`config.mk`:
```
export PLATFORM = sky130hd
export DESIGN_NAME = sorted_table_binary_search_unit
export DESIGN_NICKNAME = d
export VERILOG_FILES = /design/src/rtl/sts_pkg.sv /design/src/rtl/sts_ram.sv /design/src/rtl/sts_ctrl.sv /design/src/rtl/sts_dp.sv /design/src/rtl/sorted_table_binary_search_unit.sv
export SDC_FILE = /design/constraint.sdc
export NUM_CORES = 2
export LEC_CHECK = 0
export BUFFER_PORTS_ARGS = -buffer_cell sky130_fd_sc_hd__buf_2
export CAP_MARGIN = 20
export CORE_UTILIZATION = 25
export CTS_CLUSTER_DIAMETER = 30
export CTS_CLUSTER_SIZE = 40
export DETAILED_ROUTE_END_ITERATION = 10
export GPL_TIMING_DRIVEN = 0
export PLACE_DENSITY = 0.39
export SLEW_MARGIN = 20
export SYNTH_ARGS = -nofsm -noshare
export SYNTH_HDL_FRONTEND = slang
export SYNTH_SLANG_ARGS = --single-unit
```
`constraint.sdc`:
```
create_clock -name clk -period 4.4 [get_ports clk]
set_input_delay 1.32 -clock clk [delete_from_list [all_inputs] [get_ports clk]]
set_output_delay 1.32 -clock clk [all_outputs]
set_load 0.005 [all_outputs]
```
`src/rtl/sts_pkg.sv`:
```
// Shared types and constants for the sorted table search unit.
// Used by sts_ctrl, sts_dp and the top module; no dependencies.
`timescale 1ns / 1ps

package sts_pkg;

  localparam int TABLE_DEPTH_DEFAULT = 128;
  localparam int VALUE_W             = 32;
  localparam int POS_W               = 7;
  localparam int CMD_W               = 2;

  localparam logic [CMD_W-1:0] CMD_CLEAR  = 2'd0;
  localparam logic [CMD_W-1:0] CMD_APPEND = 2'd1;
  localparam logic [CMD_W-1:0] CMD_SEARCH = 2'd2;

  typedef struct packed {
    logic [CMD_W-1:0]          command;
    logic signed [VALUE_W-1:0] value;
  } in_t;

  typedef struct packed {
    logic             found;
    logic [POS_W-1:0] position;
    logic             overflowed;
  } out_t;

  // controller -> datapath
  typedef struct packed {
    logic clear;
    logic append;
    logic load_search;
    logic issue_read;
    logic step;
    logic record_hit;
    logic emit;
  } ctrl_cmd_t;

  // datapath -> controller
  typedef struct packed {
    logic range_empty;
    logic hit;
    logic out_busy;
  } dp_status_t;

endpackage

```
`src/rtl/sts_ram.sv`:
```
// Generic single-write, single-read RAM with registered read data.
// No dependencies; contents are not reset.
`timescale 1ns / 1ps

module sts_ram #(
  parameter int WIDTH = 32,
  parameter int DEPTH = 128
) (
  input  logic                     clk,
  input  logic                     wr_en,
  input  logic [$clog2(DEPTH)-1:0] wr_addr,
  input  logic [WIDTH-1:0]         wr_data,
  input  logic                     rd_en,
  input  logic [$clog2(DEPTH)-1:0] rd_addr,
  output logic [WIDTH-1:0]         rd_data
);

  logic [WIDTH-1:0] mem [DEPTH];

  always_ff @(posedge clk) begin
    if (wr_en) begin
      mem[wr_addr] <= wr_data;
    end
    if (rd_en) begin
      rd_data <= mem[rd_addr];
    end
  end

endmodule

```
`src/rtl/sts_ctrl.sv`:
```
// Sequencer for the search unit: accepts requests, steps the probe loop,
// hands results to the output register. Depends on sts_pkg.
`timescale 1ns / 1ps

module sts_ctrl (
  input  logic                     clk,
  input  logic                     rst,
  input  logic                     in_valid,
  output logic                     in_ready,
  input  logic [sts_pkg::CMD_W-1:0] command,
  input  sts_pkg::dp_status_t      status,
  output sts_pkg::ctrl_cmd_t       cmd
);

  localparam logic [1:0] S_IDLE    = 2'd0;
  localparam logic [1:0] S_CHECK   = 2'd1;
  localparam logic [1:0] S_COMPARE = 2'd2;
  localparam logic [1:0] S_DONE    = 2'd3;

  logic [1:0] state;
  logic [1:0] state_next;
  logic       accept;

  assign in_ready = (state == S_IDLE);
  assign accept   = in_valid && in_ready;

  always_comb begin
    state_next      = state;
    cmd             = '0;
    case (state)
      S_IDLE: begin
        cmd.clear       = accept && (command == sts_pkg::CMD_CLEAR);
        cmd.append      = accept && (command == sts_pkg::CMD_APPEND);
        cmd.load_search = accept && (command == sts_pkg::CMD_SEARCH);
        if (cmd.load_search) begin
          state_next = S_CHECK;
        end
      end
      S_CHECK: begin
        if (status.range_empty) begin
          state_next = S_DONE;
        end else begin
          cmd.issue_read = 1'b1;
          state_next     = S_COMPARE;
        end
      end
      S_COMPARE: begin
        // read data for the probe is valid here
        if (status.hit) begin
          cmd.record_hit = 1'b1;
          state_next     = S_DONE;
        end else begin
          cmd.step   = 1'b1;
          state_next = S_CHECK;
        end
      end
      S_DONE: begin
        if (!status.out_busy) begin
          cmd.emit   = 1'b1;
          state_next = S_IDLE;
        end
      end
      default: begin
        state_next = S_IDLE;
      end
    endcase
  end

  always_ff @(posedge clk) begin
    if (rst) begin
      state <= S_IDLE;
    end else begin
      state <= state_next;
    end
  end

  // only one datapath action per cycle
  a_one_action: assert property (@(posedge clk) disable iff (rst)
    $onehot0({cmd.clear, cmd.append, cmd.load_search, cmd.issue_read,
              cmd.step, cmd.record_hit, cmd.emit}))
    else $error("controller issued more than one action");

  // a read is always followed by its compare
  a_read_then_compare: assert property (@(posedge clk) disable iff (rst)
    cmd.issue_read |=> state == S_COMPARE)
    else $error("probe read not followed by compare");

  // no new request while a search is running
  a_no_accept_busy: assert property (@(posedge clk) disable iff (rst)
    (state == S_CHECK || state == S_COMPARE) |-> !accept)
    else $error("request accepted during search");

endmodule

```
`src/rtl/sts_dp.sv`:
```
// Datapath: entry count, overflow flag, table RAM, search bounds,
// compare and output register. Depends on sts_pkg and sts_ram.
`timescale 1ns / 1ps

module sts_dp #(
  parameter int TABLE_DEPTH = sts_pkg::TABLE_DEPTH_DEFAULT
) (
  input  logic                              clk,
  input  logic                              rst,
  input  logic signed [sts_pkg::VALUE_W-1:0] value,
  input  sts_pkg::ctrl_cmd_t                cmd,
  output sts_pkg::dp_status_t               status,
  output logic                              out_valid,
  input  logic                              out_ready,
  output sts_pkg::out_t                     out_data
);

  localparam int AW = $clog2(TABLE_DEPTH);
  localparam int CW = $clog2(TABLE_DEPTH + 1);

  logic [CW-1:0]                     count;
  logic                              overflow;
  logic [CW-1:0]                     low;
  logic [CW-1:0]                     hi_x;   // one past the upper bound
  logic [AW-1:0]                     mid;
  logic [CW-1:0]                     span;
  logic [CW-1:0]                     mid_calc;
  logic signed [sts_pkg::VALUE_W-1:0] target;
  logic                              found;
  logic                              full;
  logic [sts_pkg::VALUE_W-1:0]       rd_data;
  logic signed [sts_pkg::VALUE_W-1:0] entry;
  logic                              less;

  assign full     = (count == CW'(TABLE_DEPTH));
  assign span     = hi_x - low - CW'(1);
  assign mid_calc = low + (span >> 1);
  assign entry    = $signed(rd_data);
  assign less     = (entry < target);

  assign status.range_empty = !(low < hi_x);
  assign status.hit         = (entry == target);
  assign status.out_busy    = out_valid && !out_ready;

  sts_ram #(
    .WIDTH (sts_pkg::VALUE_W),
    .DEPTH (TABLE_DEPTH)
  ) u_ram (
    .clk     (clk),
    .wr_en   (cmd.append && !full),
    .wr_addr (count[AW-1:0]),
    .wr_data (value),
    .rd_en   (cmd.issue_read),
    .rd_addr (mid_calc[AW-1:0]),
    .rd_data (rd_data)
  );

  // control state
  always_ff @(posedge clk) begin
    if (rst) begin
      count     <= '0;
      overflow  <= 1'b0;
      out_valid <= 1'b0;
    end else begin
      if (cmd.clear) begin
        count    <= '0;
        overflow <= 1'b0;
      end else if (cmd.append) begin
        if (full) begin
          overflow <= 1'b1;
        end else begin
          count <= count + CW'(1);
        end
      end
      if (cmd.emit) begin
        out_valid <= 1'b1;
      end else if (out_ready) begin
        out_valid <= 1'b0;
      end
    end
  end

  // search registers
  always_ff @(posedge clk) begin
    if (cmd.load_search) begin
      low    <= '0;
      hi_x   <= count;
      target <= value;
      found  <= 1'b0;
    end
    if (cmd.issue_read) begin
      mid <= mid_calc[AW-1:0];
    end
    if (cmd.step) begin
      if (less) begin
        low <= CW'(mid) + CW'(1);
      end else begin
        hi_x <= CW'(mid);
      end
    end
    if (cmd.record_hit) begin
      found <= 1'b1;
    end
    if (cmd.emit) begin
      out_data.found      <= found;
      out_data.position   <= found ? sts_pkg::POS_W'(mid) : '0;
      out_data.overflowed <= overflow;
    end
  end

  a_count_bound: assert property (@(posedge clk) disable iff (rst)
    count <= CW'(TABLE_DEPTH))
    else $error("entry count beyond table depth");

  a_bounds_order: assert property (@(posedge clk) disable iff (rst)
    (cmd.issue_read || cmd.step) |-> (low <= hi_x && hi_x <= count))
    else $error("search bounds out of order");

  a_emit_slot_free: assert property (@(posedge clk) disable iff (rst)
    cmd.emit |-> !(out_valid && !out_ready))
    else $error("result overwrote a pending result");

  a_overflow_when_full: assert property (@(posedge clk) disable iff (rst)
    $rose(overflow) |-> count == CW'(TABLE_DEPTH))
    else $error("overflow raised on a table that is not full");

endmodule

```
`src/rtl/sorted_table_binary_search_unit.sv`:
```
// Sorted table search unit: clear / append / search requests on one channel,
// one result per search on the other.
// Requests carry sts_pkg::in_t, results sts_pkg::out_t (valid/ready each).
// Clear and append finish in the cycle they are accepted and give no result.
// A search runs the binary probe loop over the appended entries; each probe
// is one registered read of the table RAM plus one compare.
// Searches are handled one at a time; the next request is taken as
// soon as the result is loaded into the output register, even if
// the receiver has not yet taken it.
// If the receiver stalls, the result holds in the output register and a
// following search waits after its last probe until that register frees.
// Reset empties the table (count and overflow flag to zero), drops any
// pending result and returns the sequencer to idle; RAM contents are not
// cleared, no clearing pass is needed.
`timescale 1ns / 1ps

module sorted_table_binary_search_unit #(
  parameter int TABLE_DEPTH = sts_pkg::TABLE_DEPTH_DEFAULT
) (
  input  logic          clk,
  input  logic          rst,
  input  logic          in_valid,
  output logic          in_ready,
  input  sts_pkg::in_t  in_data,
  output logic          out_valid,
  input  logic          out_ready,
  output sts_pkg::out_t out_data
);

  sts_pkg::ctrl_cmd_t  cmd;
  sts_pkg::dp_status_t status;

  sts_ctrl u_ctrl (
    .clk      (clk),
    .rst      (rst),
    .in_valid (in_valid),
    .in_ready (in_ready),
    .command  (in_data.command),
    .status   (status),
    .cmd      (cmd)
  );

  sts_dp #(
    .TABLE_DEPTH (TABLE_DEPTH)
  ) u_dp (
    .clk       (clk),
    .rst       (rst),
    .value     (in_data.value),
    .cmd       (cmd),
    .status    (status),
    .out_valid (out_valid),
    .out_ready (out_ready),
    .out_data  (out_data)
  );

endmodule
```
### Yosys cells after proc, flatten, opt, wreduce, memory -nomap -nowiden

Memories as Yosys holds them, arrays and structs flattened. A register that Yosys moved wholly into a read port is not among the register bits.
Cells that the tools add are included.

| word-level totals | value |
|---|---|
| flip-flop bits (word level) | 77 |
| output and inout port bits | 11 |
| input bits | 38 |
| word-level logic and storage cells | 68 |
| RAM bits | 4,096 |
| memories | 1 |

Memory list:

| name | depth | width | read ports | clocked after memory_dff | wr ports | line | source |
|---|---|---|---|---|---|---|---|
| u_dp.u_ram.mem | 128 | 32 | 1 | 1 | 1 | sts_ram.sv:18 | `logic [WIDTH-1:0] mem [DEPTH];` |

| cells by class | value |
|---|---|
| $lt $le $gt $ge | 2 |
| bitwise logic cells | 1 |
| muxes and demuxes | 23 |
| add/subtract/negate cells | 5 |
| eq/ne operators | 9 |
| reduce and logical (&&, ||, !) cells | 15 |

Operators with widths:

| kind | count |
|---|---|
| 2-to-1 mux 8 bit | 6 |
| == test 32 bit | 1 |
| < comparator 32 bit | 1 |
| 2-to-1 mux 1 bit | 11 |
| adder 7 x 1 -> 8 bit, second input constant | 1 |
| adder 8 x 1 -> 8 bit, second input constant | 1 |
| == test 8 bit, second input constant | 1 |
| < comparator 8 bit | 1 |
| 2-to-1 mux 2 bit | 4 |
| case mux 2 bit (4 select lines) | 1 |
| subtractor 8 x 1 -> 8 bit, second input constant | 1 |
| subtractor 8 bit | 1 |
| adder 7 bit | 1 |
| == test 2 bit, second input constant | 3 |
| logical AND 1 bit | 6 |
| AND reduction 2 bit | 3 |
| == test 2 x 1 -> 1 bit, second input constant | 2 |
| zero test 2 bit | 2 |
| != test 2 bit, second input constant | 2 |
| 2-to-1 mux 3 bit | 1 |
| zero test 1 bit | 2 |
| nonzero test 2 bit | 1 |
| OR reduction 2 bit | 1 |
| NOT 1 bit | 1 |

### Depth between registers and ports, before layout

| depth | value |
|---|---|
| depth in word-level cells | 7 |
| mapped depth | 18 |
| mapped depth without buffers | 17 |

### Modules after synthesis

A second synthesis with hierarchy kept.

| unflattened totals | value |
|---|---|
| cell total of the unflattened synthesis | 6,392 |
| area total of the unflattened synthesis | 160,906.8 um2 |

Modules (own cells, without submodules):

| module | instances | sequential area each (um2) | cells an instance | area an instance (um2) |
|---|---|---|---|---|
| sts_ram | 1 | 123,958.9 | 5,990 | 156,596.4 |
| sts_dp | 1 | 1,981.9 | 384 | 4,169.0 |
| sts_ctrl | 1 | 40.0 | 18 | 141.4 |

### Worst setup path after synthesis

Ideal clock, no wire load.

| path | value |
|---|---|
| kind | input to register |
| from | in in_valid |
| to | mem u_dp.u_ram.mem[107][0], enable pin |
| slack | 229 ps |
| cell stages on the path | 7 |
| arrival | 3,750 ps |
| setup time | 421 ps |
| required time | 3,979 ps |
| path buffers | 1 |
| path through | nand2_1 -> nor2_1 -> nand2_1 -> nor3_1 -> nand3_1 -> clkbuf_1 -> nor2_1 |

| between the ends | value |
|---|---|
| cells in the longest elaborated chain, start to end | 6 |

RTL lines:

| item | line | source |
|---|---|---|
| start: declaration | sorted_table_binary_search_unit.sv:22 | `input logic in_valid,` |
| logical AND 1 bit | sts_ctrl.sv:25 | `assign accept = in_valid && in_ready;` |
| logical AND 1 bit | sts_ctrl.sv:33 | `cmd.append = accept && (command == sts_pkg::CMD_APPEND);` |
| 2-to-1 mux 3 bit | sts_ctrl.sv:30 | `case (state)` |
| logical AND 1 bit | sts_dp.sv:50 | `.wr_en (cmd.append && !full),` |
| 2-to-1 mux 1 bit | sts_ram.sv:21 | `if (wr_en) begin` |
| 2-to-1 mux 1 bit (not written as such) | sts_ram.sv:22 | `mem[wr_addr] <= wr_data;` |
| end: declaration | sts_ram.sv:18 |  |

No other way between the ends.

### Final worst setup path

| path | value |
|---|---|
| from | reg u_dp.count[3] |
| to | mem u_dp.u_ram.mem[59][4], enable pin |

| between the ends | value |
|---|---|
| cells in the longest elaborated chain, start to end | 5 |

RTL lines:

| item | line | source |
|---|---|---|
| start: declaration | sts_dp.sv:21 | `logic [CW-1:0] count;` |
| start signal: assignment | sts_dp.sv:72 | `count <= count + CW'(1);` |
| == test 8 bit | sts_dp.sv:35 | `assign full = (count == CW'(TABLE_DEPTH));` |
| zero test 1 bit | sts_dp.sv:50 |  |
| logical AND 1 bit | sts_dp.sv:50 |  |
| 2-to-1 mux 1 bit | sts_ram.sv:21 |  |
| 2-to-1 mux 1 bit (not written as such) | sts_ram.sv:22 |  |

Several ways; a longest one is shown, not always the timed one.

==> key figures <==
Floorplan
  – Total die area: ~0.65 mm^2
  – Number of placement rows: approximately 300
  – Number of primary I/O pins: around 50
  – Width of the die: around 800 um
  – Starting Density: 0.251
  – Die span in y: ~810 um
  – Core Footprint: ~0.64 mm^2

Clock network
  – Bufs on Longest Clock Path: 4
  – Clock Root Buffer: sky130_fd_sc_hd__clkbuf_16
  – Clock Latency Late Sink: 1.12 ns
  – Number of clock sinks seen by CTS: 4205
  – H-tree depth: 6
  – Clk slew on worst S/H paths: approximately 0.050 ns
  – Hold_buf cts: 0
  – TritonCTS clock tree: built
  – Cts bufs inserted: 922

Finish
  – Footprint of the flip-flops and latches: 0.126 mm^2
  – Fill cells: between 60000 and 70000
  – Synthesis-to-layout area growth: 35.2%
  – Share of layout cells above drive strength 1: 0.394
  – Multi-input logic area: just under 0.04 mm^2
  – Count of nets after finishing: ~9000

Synthesis
  – Avg Cell Area, Syn: 21.3 um^2
  – Synth top area cells: sky130_fd_sc_hd__edfxtp_1 (78%), sky130_fd_sc_hd__mux4_2 (14%), sky130_fd_sc_hd__nand2_1 (1.8%)
  – Post-synthesis sequential element count: ~4200
  – Cell taking the most area after synthesis: sky130_fd_sc_hd__edfxtp_1
  – Post-synth top cells: sky130_fd_sc_hd__edfxtp_1 (4176), sky130_fd_sc_hd__mux4_2 (1024), sky130_fd_sc_hd__nand2_1 (763)
  – Post-synthesis async set-or-reset flop share: 0
  – Top cell type's share of synthesized area: 0.775
  – Post-synthesis sequential area ratio: 0.779
  – Top FF cell, synth: sky130_fd_sc_hd__edfxtp_1
  – Syn_nets: about 7700
  – Yosys warnings: 0
  – Library cell with the highest instance count after synthesis: sky130_fd_sc_hd__edfxtp_1
  – Mapped cell area: 0.162 mm^2
  – Number of distinct library cells after synthesis: 57
  – Number of instances in the synthesized netlist: approximately 7600
  – Number of enable flip-flop cells after synthesis: around 4200

Setup path
  – Crit path capture type: flip-flop
  – Standard cell with the maximum stage delay on the critical path: sky130_fd_sc_hd__nor2_1
  – Largest stage delay on the critical path: between 0.9 and 1 ns
  – Series of cell instances along the critical path: nor2_1 -> nand2_2 -> nor2_1 -> nor3_4 -> nand3_4 -> clkbuf_4 -> nor2_4 -> buf_16 -> buf_16
  – Critical path fanouts, max: 13
  – Start-to-end type of the worst setup path: reg2reg
  – Arrival time at the worst endpoint: roughly 5.4 ns
  – Critical path required time: between 5 and 6 ns
  – Launching element type of the critical path: flip-flop
  – Number of cells on the worst reg-to-reg path: 9

STA
  – Final period utilization: 1.02
  – Clock period minus final worst setup slack: 4.51 ns
  – Slew at the pin closest to its max-slew limit: between 1 and 1.5 ns
  – Min setup slack post-route: -0.109 ns
  – RSZ-0062 raised after global routing: yes
  – Final hold violation count: 0
  – Achievable clock frequency: 0.222 GHz
  – Max-slew violation count: 0
  – Total Neg Setup Slack: -6.08 ns
  – Clock skew after layout: just under 0.06 ns
  – Headroom to the max-slew limit: 0.183
  – Final setup violating endpoints: around 110

Placement
  – IO buf count: 48
  – Final GP Congestion: roughly 0.9
  – Post-DP HPWL: 366 mm

GRT
  – Maximum number of pins on one net before global-route repair: 90
  – First-pass GRT wire length: between 700 and 800 mm
  – Overall global routing resource usage: 0.159
  – Number of global-route vias before repair: approximately 88000
  – GR Overflow Total: 0
  – Initial antenna violation count: 53

Outcome
  – Status: finished, violations left
  – Violated checks: setup timing

Hold path
  – Worst min-delay path class: reg2reg
  – Hold depth: 0

Routing
  – Vias per Instance: about 4.6
  – Length of the first detailed-routing pass in iterations: 5
  – Initial detailed-routing violation count: about 8400
  – Detail Route Antenna Nets: 0
  – DRC Markers: 0
  – Total number of vias: between 80000 and 90000
  – WL per Instance: between 20 and 30 um
  – Total wire length: 533 mm

Flow run
  – Number of max-capacitance violations reported: 0
-- per-layer routing --
layer,up-vias,share of wire,global-route usage
met5,-,0.00013,0
met4,10,0.028,0.0453
met3,753,0.068,0.0317
met2,2942,0.48,0.259
met1,45300,0.43,0.216
li1,34800,-,-
-- placed cells by master, fill, tap and decap left out, drive strengths merged, types with 2 or more instances in the layout --
| cell type | n |
|---|---|
| edfxtp | 4176 |
| dfxtp | 29 |
| nand2b | 4 |
| inv | 93 |
| and2 | 10 |
| o221ai | 38 |
| a22oi | 12 |
| mux4 | 1024 |
| bufinv | 119 |
| nor3 | 11 |
| xnor2 | 10 |
| a32o | 32 |
| clkbuf | 1251 |
| o211ai | 3 |
| mux2i | 167 |
| nand3 | 275 |
| a211o | 7 |
| clkinv | 414 |
| a21o | 5 |
| buf | 626 |
| a221oi | 35 |
| a221o | 6 |
| a21oi | 36 |
| xor2 | 14 |
| nand2 | 763 |
| o21a | 2 |
| a32oi | 96 |
| o21ai | 15 |
| fa | 2 |
| diode | 31 |
| nand4 | 79 |
| nor2b | 8 |
| ha | 55 |
| or2 | 2 |
| clkinvlp | 116 |
| nor4 | 3 |
| nor2 | 165 |
-- cell type report --
type / count / share of cell area
sequential: 4205 / 0.576
multi-input combinational: 2891 / 0.176
clock buffer: 1057 / 0.109
tap: 8613 / 0.0493
timing repair buffer: 410 / 0.0359
clock inverter: 674 / 0.0342
buffer: 411 / 0.0186
inverter: 68 / 0.00122
antenna: 31 / 0.000355
-- metrics by stage --
step	utilization	area (um^2)	hold WS [ns]	instances	worst slack, ns
6_report	0.339	219000	0.433	18400	-0.109
5_1_grt	0.339	219000	0.431	18300	-0.0746
4_1_cts	0.336	217000	0.389	18300	-0.0866
3_5_place_dp	0.279	180000	0.420	16500	-2.56
3_3_place_gp	0.268	173000	0.426	16200	-4.18
2_1_floorplan	-	162000	0.409	7581	0.229
-- repair_timing --
action                     4_1_cts  5_1_grt
setup endpoints to repair     3402      541
cloned                           3       15
pin swaps                      111       96
setup buffers                   48       63
gates resized for setup       1115      270
-- final timing paths --
check	from	end	slack [ns]
max	u_dp.count[3]	u_dp.u_ram.mem[59][4]	-0.11
min	u_dp.overflow	u_dp.out_data[0]	0.43
max reg2reg	u_dp.count[3]	u_dp.u_ram.mem[59][4]	-0.11
min reg2reg	u_dp.overflow	u_dp.out_data[0]	0.43
-- cell families after synthesis --
kind of cell | Yosys count | share of synthesized area
DFF | 4205 | 0.779
adders and majority gates | 57 | 0.00450
muxes | 1192 | 0.153
xor gates and xnor gates | 24 | 0.00139
AOI/OAI and AO/OA | 292 | 0.0147
and+or+nand+nor | 1326 | 0.0349
buffers and inverters | 485 | 0.0128
-- critical path, delay by kind of cell (launching register included) --
| family | cells | cell delay [ns] |
|---|---|---|
| flops | 1 | 0.39 |
| buf+inv | 3 | 1.11 |
| simple gates | 6 | 2.69 |
-- sequential cells by signal (all words and copies together) (netlist names) --
register and count:
u_dp.out_data 9, u_dp.u_ram.rd_data 32, u_dp.low 8, u_dp.out_valid 1, u_ctrl.state 2, u_dp.target 32
u_dp.u_ram.mem 4096, u_dp.mid 7, u_dp.count 8, u_dp.hi_x 8, u_dp.overflow 1, u_dp.found 1
Power is left out: the tool's default activity adds up to more than one toggle a clock period on the data nets, which glitch-free logic cannot reach.
